File: src/hdl/rcba_pkg.sv
package rcba_pkg;

	localparam int COORD_W = 11;
	localparam int DIM_W = 12;
	localparam int PIX_W = 8;
	localparam int PIX_MAX = 255;

	localparam int CFG_IDX_W = 2;
	localparam int CFG_DATA_W = 12;

	localparam int MAX_DIM_DEF = 2048;
	localparam int RATIO_FRAC_BITS_DEF = 16;

	localparam int EDGE_LEVEL = 250;
	localparam int GRAY_GAIN = 4;
	localparam int GRAY_OFFSET = 100;

	localparam logic [CFG_IDX_W-1:0] CFG_IMAGE_WIDTH = 2'd0;
	localparam logic [CFG_IDX_W-1:0] CFG_IMAGE_HEIGHT = 2'd1;
	localparam logic [CFG_IDX_W-1:0] CFG_CHANNEL_MODE = 2'd2;

	localparam logic [DIM_W-1:0] RESET_IMAGE_WIDTH = 12'd200;
	localparam logic [DIM_W-1:0] RESET_IMAGE_HEIGHT = 12'd200;

	typedef struct packed {
		logic [COORD_W-1:0] pixel_row;
		logic [COORD_W-1:0] pixel_col;
		logic [PIX_W-1:0]   chan_blue;
		logic [PIX_W-1:0]   chan_green;
		logic [PIX_W-1:0]   chan_red;
	} pixel_t;

	typedef struct packed {
		logic [PIX_W-1:0] out_blue;
		logic [PIX_W-1:0] out_green;
		logic [PIX_W-1:0] out_red;
	} result_t;

	typedef struct packed {
		logic [PIX_W-1:0] chan_blue;
		logic [PIX_W-1:0] chan_green;
		logic [PIX_W-1:0] chan_red;
	} rgb_t;

endpackage

File: src/hdl/rcba_blend.sv
module rcba_blend
	import rcba_pkg::*;
#(
	parameter int RATIO_FRAC_BITS = RATIO_FRAC_BITS_DEF,
	localparam int R_W = RATIO_FRAC_BITS + 2
) (
	input  logic           clk,
	input  logic           arst_n,
	input  logic           adv,
	input  logic           in_valid,
	input  logic [R_W-1:0] in_ratio,
	input  rgb_t           in_rgb,
	input  logic           mode,
	output logic           out_valid,
	output result_t        out_res
);

	localparam int PRD_W = R_W + PIX_W + 2;
	localparam int V_W = PRD_W + 1;
	localparam int G_W = PIX_W + 3;

	logic                    v_s1;
	logic                    v_s2;
	logic signed [PRD_W-1:0] prod_b_s1;
	logic signed [PRD_W-1:0] prod_g_s1;
	logic signed [PRD_W-1:0] prod_r_s1;
	rgb_t                    rgb_s1;
	result_t                 res_s2;
	logic [G_W-1:0]          gray_sum;
	logic [PIX_W-1:0]        gray;
	result_t                 res_d;

	function automatic logic signed [PRD_W-1:0] weight(input logic [R_W-1:0] r,
		input logic [PIX_W-1:0] p);
		logic signed [PIX_W:0] diff;
		diff = $signed((PIX_W + 1)'(EDGE_LEVEL)) - $signed({1'b0, p});
		return $signed({1'b0, r}) * diff;
	endfunction

	function automatic logic [PIX_W-1:0] finish(input logic [PIX_W-1:0] p,
		input logic signed [PRD_W-1:0] prod);
		logic signed [V_W-1:0] v;
		logic [V_W-1:0]        q;
		v = $signed({{(V_W - PIX_W - RATIO_FRAC_BITS){1'b0}}, p, {RATIO_FRAC_BITS{1'b0}}})
			+ prod;
		q = ($unsigned(v) + (V_W'(1) << (RATIO_FRAC_BITS - 1))) >> RATIO_FRAC_BITS;
		if (v[V_W-1] || v == '0) begin
			return '0;
		end
		return (q > V_W'(PIX_MAX)) ? PIX_W'(PIX_MAX) : q[PIX_W-1:0];
	endfunction

	assign gray_sum = G_W'(rgb_s1.chan_blue) * G_W'(GRAY_GAIN) + G_W'(GRAY_OFFSET);
	assign gray = (gray_sum > G_W'(PIX_MAX)) ? PIX_W'(PIX_MAX) : gray_sum[PIX_W-1:0];

	always_comb begin
		if (mode) begin
			res_d.out_blue = gray;
			res_d.out_green = '0;
			res_d.out_red = '0;
		end else begin
			res_d.out_blue = finish(rgb_s1.chan_blue, prod_b_s1);
			res_d.out_green = finish(rgb_s1.chan_green, prod_g_s1);
			res_d.out_red = finish(rgb_s1.chan_red, prod_r_s1);
		end
	end

	always_ff @(posedge clk or negedge arst_n) begin
		if (!arst_n) begin
			v_s1 <= 1'b0;
			v_s2 <= 1'b0;
		end else if (adv) begin
			v_s1 <= in_valid;
			v_s2 <= v_s1;
		end
	end

	always_ff @(posedge clk) begin
		if (adv) begin
			prod_b_s1 <= weight(in_ratio, in_rgb.chan_blue);
			prod_g_s1 <= weight(in_ratio, in_rgb.chan_green);
			prod_r_s1 <= weight(in_ratio, in_rgb.chan_red);
			rgb_s1 <= in_rgb;
			res_s2 <= res_d;
		end
	end

	assign out_valid = v_s2;
	assign out_res = res_s2;

endmodule

File: config.mk
export PLATFORM = sky130hd
export DESIGN_NAME = rcba_blend
export DESIGN_NICKNAME = d
export VERILOG_FILES = /design/src/hdl/rcba_pkg.sv /design/src/hdl/rcba_blend.sv
export SDC_FILE = /design/constraint.sdc
export NUM_CORES = 1
export LEC_CHECK = 0
export BUFFER_PORTS_ARGS = -buffer_cell sky130_fd_sc_hd__buf_2
export CORE_AREA = 2 2 197 199
export DETAILED_ROUTE_END_ITERATION = 12
export DIE_AREA = 0 0 199 201
export GPL_ROUTABILITY_DRIVEN = 0
export PLACE_DENSITY_LB_ADDON = 0.05
export SKIP_CTS_REPAIR_TIMING = 1
export SYNTH_ARGS = -nofsm -noshare
export SYNTH_HDL_FRONTEND = slang
export SYNTH_SLANG_ARGS = --single-unit
File: constraint.sdc
create_clock -name clk -period 8.9 [get_ports clk]
set_input_delay 1.78 -clock clk [delete_from_list [all_inputs] [get_ports clk]]
set_output_delay 1.78 -clock clk [all_outputs]
set_load 0.01 [all_outputs]
Word level (Yosys, flattened, before mapping)
Cells that the tools add are included.

operators by class
  order comparisons = 4
  reduce and logical (&&, ||, !) cells = 6
  multiplexer cells = 17
  add/subtract/negate cells = 10
  multiply operators = 3

operator list
  cell                    count
  $add 25x28->29          3
  $add 29x16->29 const B  3
  $logic_not 29->1        3
  $mul 19x9->28           3
  $mux 8                  10
  $gt 13x8->1 const B     3
  $sub 8x8->9 const A     3
  $mux 24                 1
  $add 10x7->11 const B   1
  $gt 11x8->1 const B     1
  $mux 1                  6
  $logic_or 1x1->1        3

word-level totals
  input port bits = 47
  register bits = 134

Depth between registers and ports, before layout
Gate-level depths: netlist of the first run.

  depth in word-level cells = 7
  depth in mapped cells = 25

Worst setup path before layout of the first run
No wires, ideal clock.

  path kind = input -> register
  start point = in in_rgb[8] (netlist name)
  end point = reg prod_g_s1[27], data pin
  path buffers = 2
  arrival = 7364 ps
  stages = 23
  required time = 8631 ps
  setup slack = 1267 ps
  cell sequence = clkbuf_1 > a21oi_1 > nor2_1 > xnor2_1 > clkbuf_1 > nand2_1 > fa_1 > fa_1 > inv_1 > fa_1 > fa_1 > inv_1 > fa_1 > inv_1 > ha_1 > o21ai_0 > o211ai_1 > nand3_1 > o311ai_1 > o41a_1 > a311oi_1 > mux2i_1 > o311ai_1

on the way
  word-level cells in the longest chain between the ends = 2

ends and longest elaborated chain
  what                    RTL line          text
  start: declaration      rcba_blend.sv:12  input rgb_t in_rgb,
  $sub 8x8->9             rcba_blend.sv:36  diff = $signed((PIX_W + 1)'(EDGE_LEVEL)) - $signed({1'b0, p});
  $mul 19x9->28           rcba_blend.sv:37  return $signed({1'b0, r}) * diff;
  end signal: assignment  rcba_blend.sv:81  prod_g_s1 <= weight(in_ratio, in_rgb.chan_green);
  end: declaration        rcba_blend.sv:25  logic signed [PRD_W-1:0] prod_g_s1;

No other way between the ends.
A chain may end at the register's enable or synchronous reset.

Final worst setup path of the first run
  start point = in in_rgb[8] (netlist name)
  end point = reg prod_g_s1[26], data pin

The elaborated chain is that of the path after synthesis.

==> flow_summary.rst, run 1 <==
.. list-table::
   :header-rows: 1

   * - Metric
     - Value
   * - DRC violation count after routing
     - 0
   * - Min-Delay Path Class
     - reg -> reg
   * - Initial Utilization
     - 58.7%
   * - Top fanout value on the critical path
     - 21
   * - Final hold viol count
     - 0
   * - Longest Clk Path Bufs
     - 2
   * - Vias in the first global route
     - 17198
   * - Height of the die
     - 201 µm
   * - Maximum number of pins on one net before global-route repair
     - 77
   * - Synthesized Nets
     - 2898
   * - Post-synthesis async set-or-reset flop share
     - 1.49%
   * - Headroom to the max-slew limit
     - 40.9%
   * - Routed Wire Length
     - 50500 µm
   * - Count of final max-slew check failures
     - 0
   * - Nets
     - 2942
   * - Initial antenna violation count
     - 1
   * - Count of mapped cells out of synthesis
     - 2259
   * - Violation count after the first detailed-route iteration
     - 799
   * - RSZ-0062 raised after global routing
     - false
   * - Crit Path Class
     - in -> reg
   * - H-Tree Level Count
     - 4
   * - I/O pins
     - 72
   * - Total congestion overflow
     - 0
   * - Final instance area
     - 0.0239 mm²
   * - Distinct cell type count after synthesis
     - 75
   * - TritonRoute pass-1 iters
     - 5
   * - Post-Route Skew
     - 0.00925 ns
   * - Cell chosen for the clock root
     - sky130_fd_sc_hd__clkbuf_16
   * - Clock-pin slew on the worst setup and hold paths
     - 0.06 ns
   * - Clock insertion delay at the later pin of the skew report
     - 0.47 ns
   * - Average routed wire per standard cell
     - 17.8 µm
   * - Accumulated negative setup slack
     - 0 ns
   * - Area contributors post-synth
     - sky130_fd_sc_hd__fa_1 31%, sky130_fd_sc_hd__edfxtp_1 18%, sky130_fd_sc_hd__ha_1 14%
   * - Top-count cell post-synth
     - sky130_fd_sc_hd__fa_1
   * - Average via count per standard cell
     - 5.66
   * - Run status
     - finished, final reports clean
   * - Placed wire-length estimate after detailed placement
     - 38800 µm
   * - Num CTS Buffers
     - 17
   * - Achievable clock frequency
     - 0.128 GHz
   * - Layout Area Growth over Synthesis
     - 7.08%
   * - Count of state elements after synthesis
     - 134
   * - Startpoint kind of the worst setup timing path
     - primary input
   * - Most common library cells after synthesis
     - 342 x sky130_fd_sc_hd__fa_1, 303 x sky130_fd_sc_hd__inv_1, 250 x sky130_fd_sc_hd__ha_1
   * - Fraction of layout instances using a drive strength above 1
     - 6.95%
   * - Ys flop type
     - sky130_fd_sc_hd__edfxtp_1
   * - Total GRT Usage
     - 27.2%
   * - First-pass GRT wire length
     - 85300 µm
   * - Number of flops mapped to enable cells by yosys
     - 132
   * - Peak VDD IR
     - 0.000221 V
   * - Overall die width
     - 199 µm
   * - Total of buffers placed on input and output ports
     - 71
   * - Clock tree from TritonCTS
     - done
   * - Top cell type's share of synthesized area
     - 30.6%
   * - Avg Cell Area, Syn
     - 9.90 µm²
   * - Minimum clock period after layout
     - 7.83 ns
   * - Endpoint class of the critical path
     - flop
   * - Syn Std Cell Area
     - 0.0224 mm²
   * - Max capacitance violation total
     - 0
   * - Total via count after detailed routing
     - 16035
   * - Leakage Power
     - 11.4 nW
   * - Site Rows
     - 72
   * - Area of the core
     - 0.0381 mm²
   * - Antenna-violating nets left
     - 0
   * - Power Density
     - 340 mW/mm²
   * - Number of clock sinks seen by CTS
     - 134
   * - Synth warn
     - 0
   * - DIE AREA
     - 0.0400 mm²
   * - Cell type with the highest aggregate area in the netlist
     - sky130_fd_sc_hd__fa_1
   * - Placed instance area
     - 0.0233 mm²
   * - Final worst-path cycle share
     - 88.0%
   * - Smallest hold slack
     - 0.501 ns
   * - Share of the yosys chip area belonging to registers
     - 17.9%
   * - Worst slew pin tran
     - 0.877 ns
   * - WP data arrival
     - 8.06 ns
   * - Worst EP required
     - 9.13 ns
   * - Finish-stage setup viols
     - 0
==> registers in the layout (all words and copies together), names as in the netlist <==
signal,count
prod_r_s1,28
prod_b_s1,28
prod_g_s1,28
out_res,24
out_valid,1
rgb_s1,24
v_s1,1
==> layout by cell type (no fill, tap or decap), types with 25 or more instances in the layout <==
| cell | count |
|---|---|
| sky130_fd_sc_hd__fa_1 | 342 |
| sky130_fd_sc_hd__inv_1 | 303 |
| sky130_fd_sc_hd__ha_1 | 250 |
| sky130_fd_sc_hd__and2_1 | 200 |
| sky130_fd_sc_hd__nand2_1 | 181 |
| sky130_fd_sc_hd__edfxtp_1 | 132 |
| sky130_fd_sc_hd__nor2_1 | 116 |
| sky130_fd_sc_hd__a21oi_1 | 76 |
| sky130_fd_sc_hd__xnor2_1 | 75 |
| sky130_fd_sc_hd__buf_2 | 70 |
| sky130_fd_sc_hd__nor2b_1 | 66 |
| sky130_fd_sc_hd__nand2b_1 | 60 |
| sky130_fd_sc_hd__o21ai_0 | 43 |
| sky130_fd_sc_hd__xor2_1 | 42 |
| sky130_fd_sc_hd__buf_4 | 25 |
==> report_power, final <==
part / switching, mW / total [mW] / internal, mW
Clock: 0.291 / 0.790 / 0.499
Sequential: 0.0783 / 1.26 / 1.18
Combinational: 3.46 / 6.10 / 2.64
==> final timing paths <==
kind	from	to	slack [ns]	cells after the start
max in group asynchronous	arst_n	v_s1	7.71	1
min reg2reg	v_s1	v_s1	0.50	1
max	in_rgb[8]	prod_g_s1[26]	1.07	19
min in group asynchronous	arst_n	out_valid	1.09	1
max reg2reg	prod_g_s1[16]	out_res[15]	5.13	8
min	v_s1	v_s1	0.50	1
==> cells by family after synthesis <==
logic type | after synthesis | synth area share, %
xor gates and xnor gates | 117 | 4.58
muxes | 7 | 0.330
DFF | 134 | 17.9
adders and majority gates | 592 | 44.6
and+or+nand+nor | 769 | 18.3
AOI/OAI and AO/OA | 266 | 7.98
buffers and inverters | 374 | 6.28
==> metrics by stage <==
step	total power [mW]	instances	utilization [%]	setup slack (ns)
after floorplan	6.01	2259	-	1.27
after global placement	7.24	2802	61.1	0.811
after detailed placement	7.36	2802	61.1	0.585
after CTS	8.22	2834	62.8	1.10
after global routing	9.11	2834	62.8	0.739
final	8.15	2835	62.8	1.07
==> critical path, cell delays in order <==
cell and delay (ns):
sky130_fd_sc_hd__buf_2 0.26, sky130_fd_sc_hd__ha_1 0.32, sky130_fd_sc_hd__o21ai_0 0.52, sky130_fd_sc_hd__or2_2 0.47, sky130_fd_sc_hd__nor2_1 0.10, sky130_fd_sc_hd__fa_1 0.53
sky130_fd_sc_hd__fa_1 0.43, sky130_fd_sc_hd__fa_1 0.52, sky130_fd_sc_hd__fa_1 0.46, sky130_fd_sc_hd__ha_1 0.31, sky130_fd_sc_hd__ha_1 0.35, sky130_fd_sc_hd__a2111oi_0 0.36
sky130_fd_sc_hd__o21ai_1 0.18, sky130_fd_sc_hd__a221oi_2 0.38, sky130_fd_sc_hd__a221oi_1 0.17, sky130_fd_sc_hd__or3_1 0.43, sky130_fd_sc_hd__a31o_1 0.22, sky130_fd_sc_hd__a21oi_1 0.17
sky130_fd_sc_hd__xnor2_1 0.08
==> area by class of cell <==
| class | count | area [µm²] |
|---|---|---|
| repair buffers | 96 | 549 |
| clock buffers | 18 | 429 |
| clock inverters | 14 | 221 |
| inverters | 303 | 1140 |
| fillers | 3190 | 14200 |
| diodes | 1 | 2.50 |
| flip-flops and latches | 134 | 4010 |
| multi-input cells | 1751 | 16900 |
| well taps | 518 | 648 |
==> layer usage <==
| metal | share of wire, % | up-vias | global-route usage, % |
|---|---|---|---|
| met4 | 1.9 | 0 | 7.57 |
| met2 | 50 | 342 | 46.7 |
| li1 | - | 7500 | - |
| met5 | 0 | - | 0 |
| met1 | 44 | 8139 | 36.0 |
| met3 | 4.1 | 54 | 4.07 |
Power figures use the tool's default switching activity.
==> run 2, diff against run 1 <==
==> constraint.sdc (replaced) <==
create_clock -name clk -period 8.22 [get_ports clk]
set_input_delay 1.644 -clock clk [delete_from_list [all_inputs] [get_ports clk]]
set_output_delay 1.644 -clock clk [all_outputs]
set_load 0.01 [all_outputs]
==> run 2 against run 1 <==
  * Cell area grew 0.33%
  * Power rose by 7.6%
  * Die area did not move
  * Sequential power grew 9%
  * Flip-flop and latch count unchanged
  * Largest power group unchanged
  * Count of clock-buffer cells in the layout decreased by 1
  * Worst hold slack better by 0.010 ns
  * Critical path depth is the same
  * Register-to-register slack got worse by 0.58 ns
==> flow_summary.rst, run 2 (synthesized netlist as in run 1, its figures left out) <==
.. list-table::
   :header-rows: 1

   * - Metric
     - Value
   * - Leakage Power
     - 11.5 nW (was 11.4 nW)
   * - Metal2 WL
     - 25300 µm (was 25200 µm)
   * - Accumulated negative setup slack
     - 0 ns (unchanged)
   * - RSZ-0062 raised after global routing
     - false (unchanged)
   * - Minimum clock period after layout
     - 7.71 ns
   * - Most common library cell in the layout ignoring fill and taps
     - sky130_fd_sc_hd__fa_1 (unchanged)
   * - Achievable clock frequency
     - 0.130 GHz
   * - Maximum number of pins on one net before global-route repair
     - 76 (was 77)
   * - Most frequent cells in the layout
     - 342 x sky130_fd_sc_hd__fa_1, 303 x sky130_fd_sc_hd__inv_1, 250 x sky130_fd_sc_hd__ha_1, 200 x sky130_fd_sc_hd__and2_1, 181 x sky130_fd_sc_hd__nand2_1 (unchanged)
   * - Worst slew pin tran
     - 0.919 ns (was 0.877 ns)
   * - Register area
     - 0.00401 mm² (unchanged)
   * - Met3 wire len
     - 2160 µm (was 2090 µm)
   * - Area of the core
     - 0.0381 mm² (unchanged)
   * - I/O pins
     - 72 (unchanged)
   * - Finish-stage setup viols
     - 0 (unchanged)
   * - Routed met1 length
     - 21900 µm (was 22300 µm)
   * - Overall die width
     - 199 µm (unchanged)
   * - Placed wire-length estimate after detailed placement
     - 40000 µm (was 38800 µm)
   * - Clock insertion delay at the later pin of the skew report
     - 0.47 ns (about the same)
   * - Endpoint class of the critical path
     - flop (unchanged)
   * - Maximum cell stage delay along the critical path
     - 0.72 ns (was 0.53 ns)
   * - Most Frequent Cell on Critical Path
     - sky130_fd_sc_hd__fa_1 (unchanged)
   * - Vias in the first global route
     - 17486 (was 17198)
   * - Library cell contributing the largest single delay on the critical path
     - sky130_fd_sc_hd__o21ai_0 (was sky130_fd_sc_hd__fa_1)
   * - Height of the die
     - 201 µm (unchanged)
   * - Peak VDD IR
     - 0.000235 V (was 0.000221 V)
   * - Initial antenna violation count
     - 0 (was 1)
   * - Cell chosen for the clock root
     - sky130_fd_sc_hd__clkbuf_16 (unchanged)
   * - Ordered list of cells on the worst path
     - buf_2 -> ha_1 -> o21ai_0 -> or2_2 -> nor2_1 -> fa_1 -> fa_1 -> fa_1 -> fa_1 -> ha_1 -> ha_1 -> a2111oi_0 -> o21ai_1 -> a221oi_2 -> a221oi_1 -> or3_1 -> a31o_1 -> a21oi_1 -> xnor2_1 (unchanged)
   * - H-Tree Level Count
     - 4 (unchanged)
   * - Largest registers in the final layout
     - prod_b_s1: 28 flops, prod_g_s1: 28 flops, prod_r_s1: 28 flops (unchanged)
   * - WP data arrival
     - 7.93 ns (was 8.06 ns)
   * - Initial Utilization
     - 58.7% (unchanged)
   * - DRC violation count after routing
     - 0 (unchanged)
   * - Worst setup margin
     - 0.514 ns (was 1.07 ns)
   * - Violation count after the first detailed-route iteration
     - 900 (was 799)
   * - Count of final max-slew check failures
     - 0 (unchanged)
   * - Run status
     - finished, final reports clean (unchanged)
   * - Total GRT Usage
     - 27.2% (about the same)
   * - Final worst-path cycle share
     - 93.7%
   * - Nets
     - 2956 (was 2942)
   * - DIE AREA
     - 0.0400 mm² (unchanged)
   * - Final hold viol count
     - 0 (unchanged)
   * - TritonRoute pass-1 iters
     - 5 (unchanged)
   * - Smallest hold slack
     - 0.511 ns (was 0.501 ns)
   * - Placement Setup Slack
     - 0.0957 ns (was 0.585 ns)
   * - Max capacitance violation total
     - 0 (unchanged)
   * - Placed instance area
     - 0.0234 mm² (was 0.0233 mm²)
   * - Post-Route Skew
     - 0.00608 ns (was 0.00925 ns)
   * - Clock tree from TritonCTS
     - done (unchanged)
   * - Multi-input combinational cell area
     - 0.0169 mm² (unchanged)
   * - Diodes inserted
     - 0 (was 1)
   * - Fraction of layout instances using a drive strength above 1
     - 7.51% (was 6.95%)
   * - Total congestion overflow
     - 0 (unchanged)
   * - Total via count after detailed routing
     - 16235 (was 16035)
   * - Total of buffers placed on input and output ports
     - 71 (unchanged)
   * - First-pass GRT wire length
     - 85700 µm (was 85300 µm)
   * - Num CTS Buffers
     - 17 (unchanged)
   * - Max Used Layer
     - met4 (unchanged)
   * - Crit Path Class
     - in -> reg (unchanged)
   * - Routed Wire Length
     - 50500 µm (about the same)
   * - Worst EP required
     - 8.44 ns (was 9.13 ns)
   * - Final core area utilization
     - 63.1% (was 62.8%)
   * - Min-Delay Path Class
     - reg -> reg (unchanged)
   * - Power Density
     - 365 mW/mm² (was 340 mW/mm²)
   * - Longest Clk Path Bufs
     - 2 (unchanged)
   * - Antenna-violating nets left
     - 0 (unchanged)
   * - Clock-pin slew on the worst setup and hold paths
     - 0.06 ns (about the same)
   * - Final instance area
     - 0.0240 mm² (was 0.0239 mm²)
   * - Number of clock sinks seen by CTS
     - 134 (unchanged)
   * - Average via count per standard cell
     - 5.70 (was 5.66)
   * - Headroom to the max-slew limit
     - 38.3% (was 40.9%)
   * - Average routed wire per standard cell
     - 17.7 µm (was 17.8 µm)
   * - Top fanout value on the critical path
     - 15 (was 21)
   * - Site Rows
     - 72 (unchanged)
   * - FILL cells
     - 3278 (was 3190)
   * - Startpoint kind of the worst setup timing path
     - primary input (unchanged)
   * - Layout Area Growth over Synthesis
     - 7.44% (was 7.08%)
## run 2: changes by cell type in the layout (fill, tap and decap cells not counted)
cell | before | now
sky130_fd_sc_hd__clkinvlp_4 | 3 | 2
sky130_fd_sc_hd__buf_4 | 25 | 38
sky130_fd_sc_hd__buf_12 | 0 | 1
sky130_fd_sc_hd__inv_8 | 0 | 1
sky130_fd_sc_hd__clkinv_1 | 0 | 1
sky130_fd_sc_hd__inv_6 | 4 | 7
sky130_fd_sc_hd__clkinv_2 | 1 | 0
sky130_fd_sc_hd__clkbuf_1 | 1 | 0
sky130_fd_sc_hd__diode_2 | 1 | 0
sky130_fd_sc_hd__bufinv_16 | 5 | 3
## run 2: path summary, 6_finish.rpt
kind,startpoint,slack [ns],end,cells past startpoint
setup / recovery,in_rgb[8],0.51,prod_g_s1[26],19
hold / removal,out_valid,0.51,out_valid,1
setup reg to reg,prod_g_s1[16],4.55,out_res[15],8
hold reg to reg,out_valid,0.51,out_valid,1
max in group asynchronous,arst_n,7.17,out_valid,1
min in group asynchronous,arst_n,0.96,v_s1,1
## run 2: through the flow
stage	total power, mW	cells
6_report	8.78	2848
5_1_grt	9.82	2848
4_1_cts	8.83	2848
3_5_place_dp	7.96	2816
3_3_place_gp	7.80	2816
2_1_floorplan	6.51	2259
## run 2: report_power, final
part	switching, mW	internal [mW]	total, mW
logic	3.75	2.85	6.60
clock network	0.326	0.483	0.809
registers	0.0869	1.28	1.37
## run 2: final cells by class
| cell class | count | area share [%] |
|---|---|---|
| Clock buffer | 17 | 1.77 |
| Clock inverter | 15 | 0.792 |
| Inverter | 303 | 4.73 |
| Multi-Input combinational cell | 1751 | 70.5 |
| Sequential cell | 134 | 16.7 |
| Tap cell | 518 | 2.70 |
| Timing Repair Buffer | 110 | 2.78 |
## run 2: critical path, delay by kind of cell
family                     cells  cell delay [ns]
AOI/OAI and AO/OA              7             2.24
xor gates and xnor gates       1             0.08
and+or+nand+nor                3             1.05
buffers and inverters          1             0.12
adders and majority gates      7             2.78
## run 2: layer usage
layer | track usage [%] | vias up
met3 | 4.60 | 57
met4 | 8.16 | 0
met5 | 0 | -
met2 | 46.4 | 348
li1 | - | 7533
met1 | 35.5 | 8297
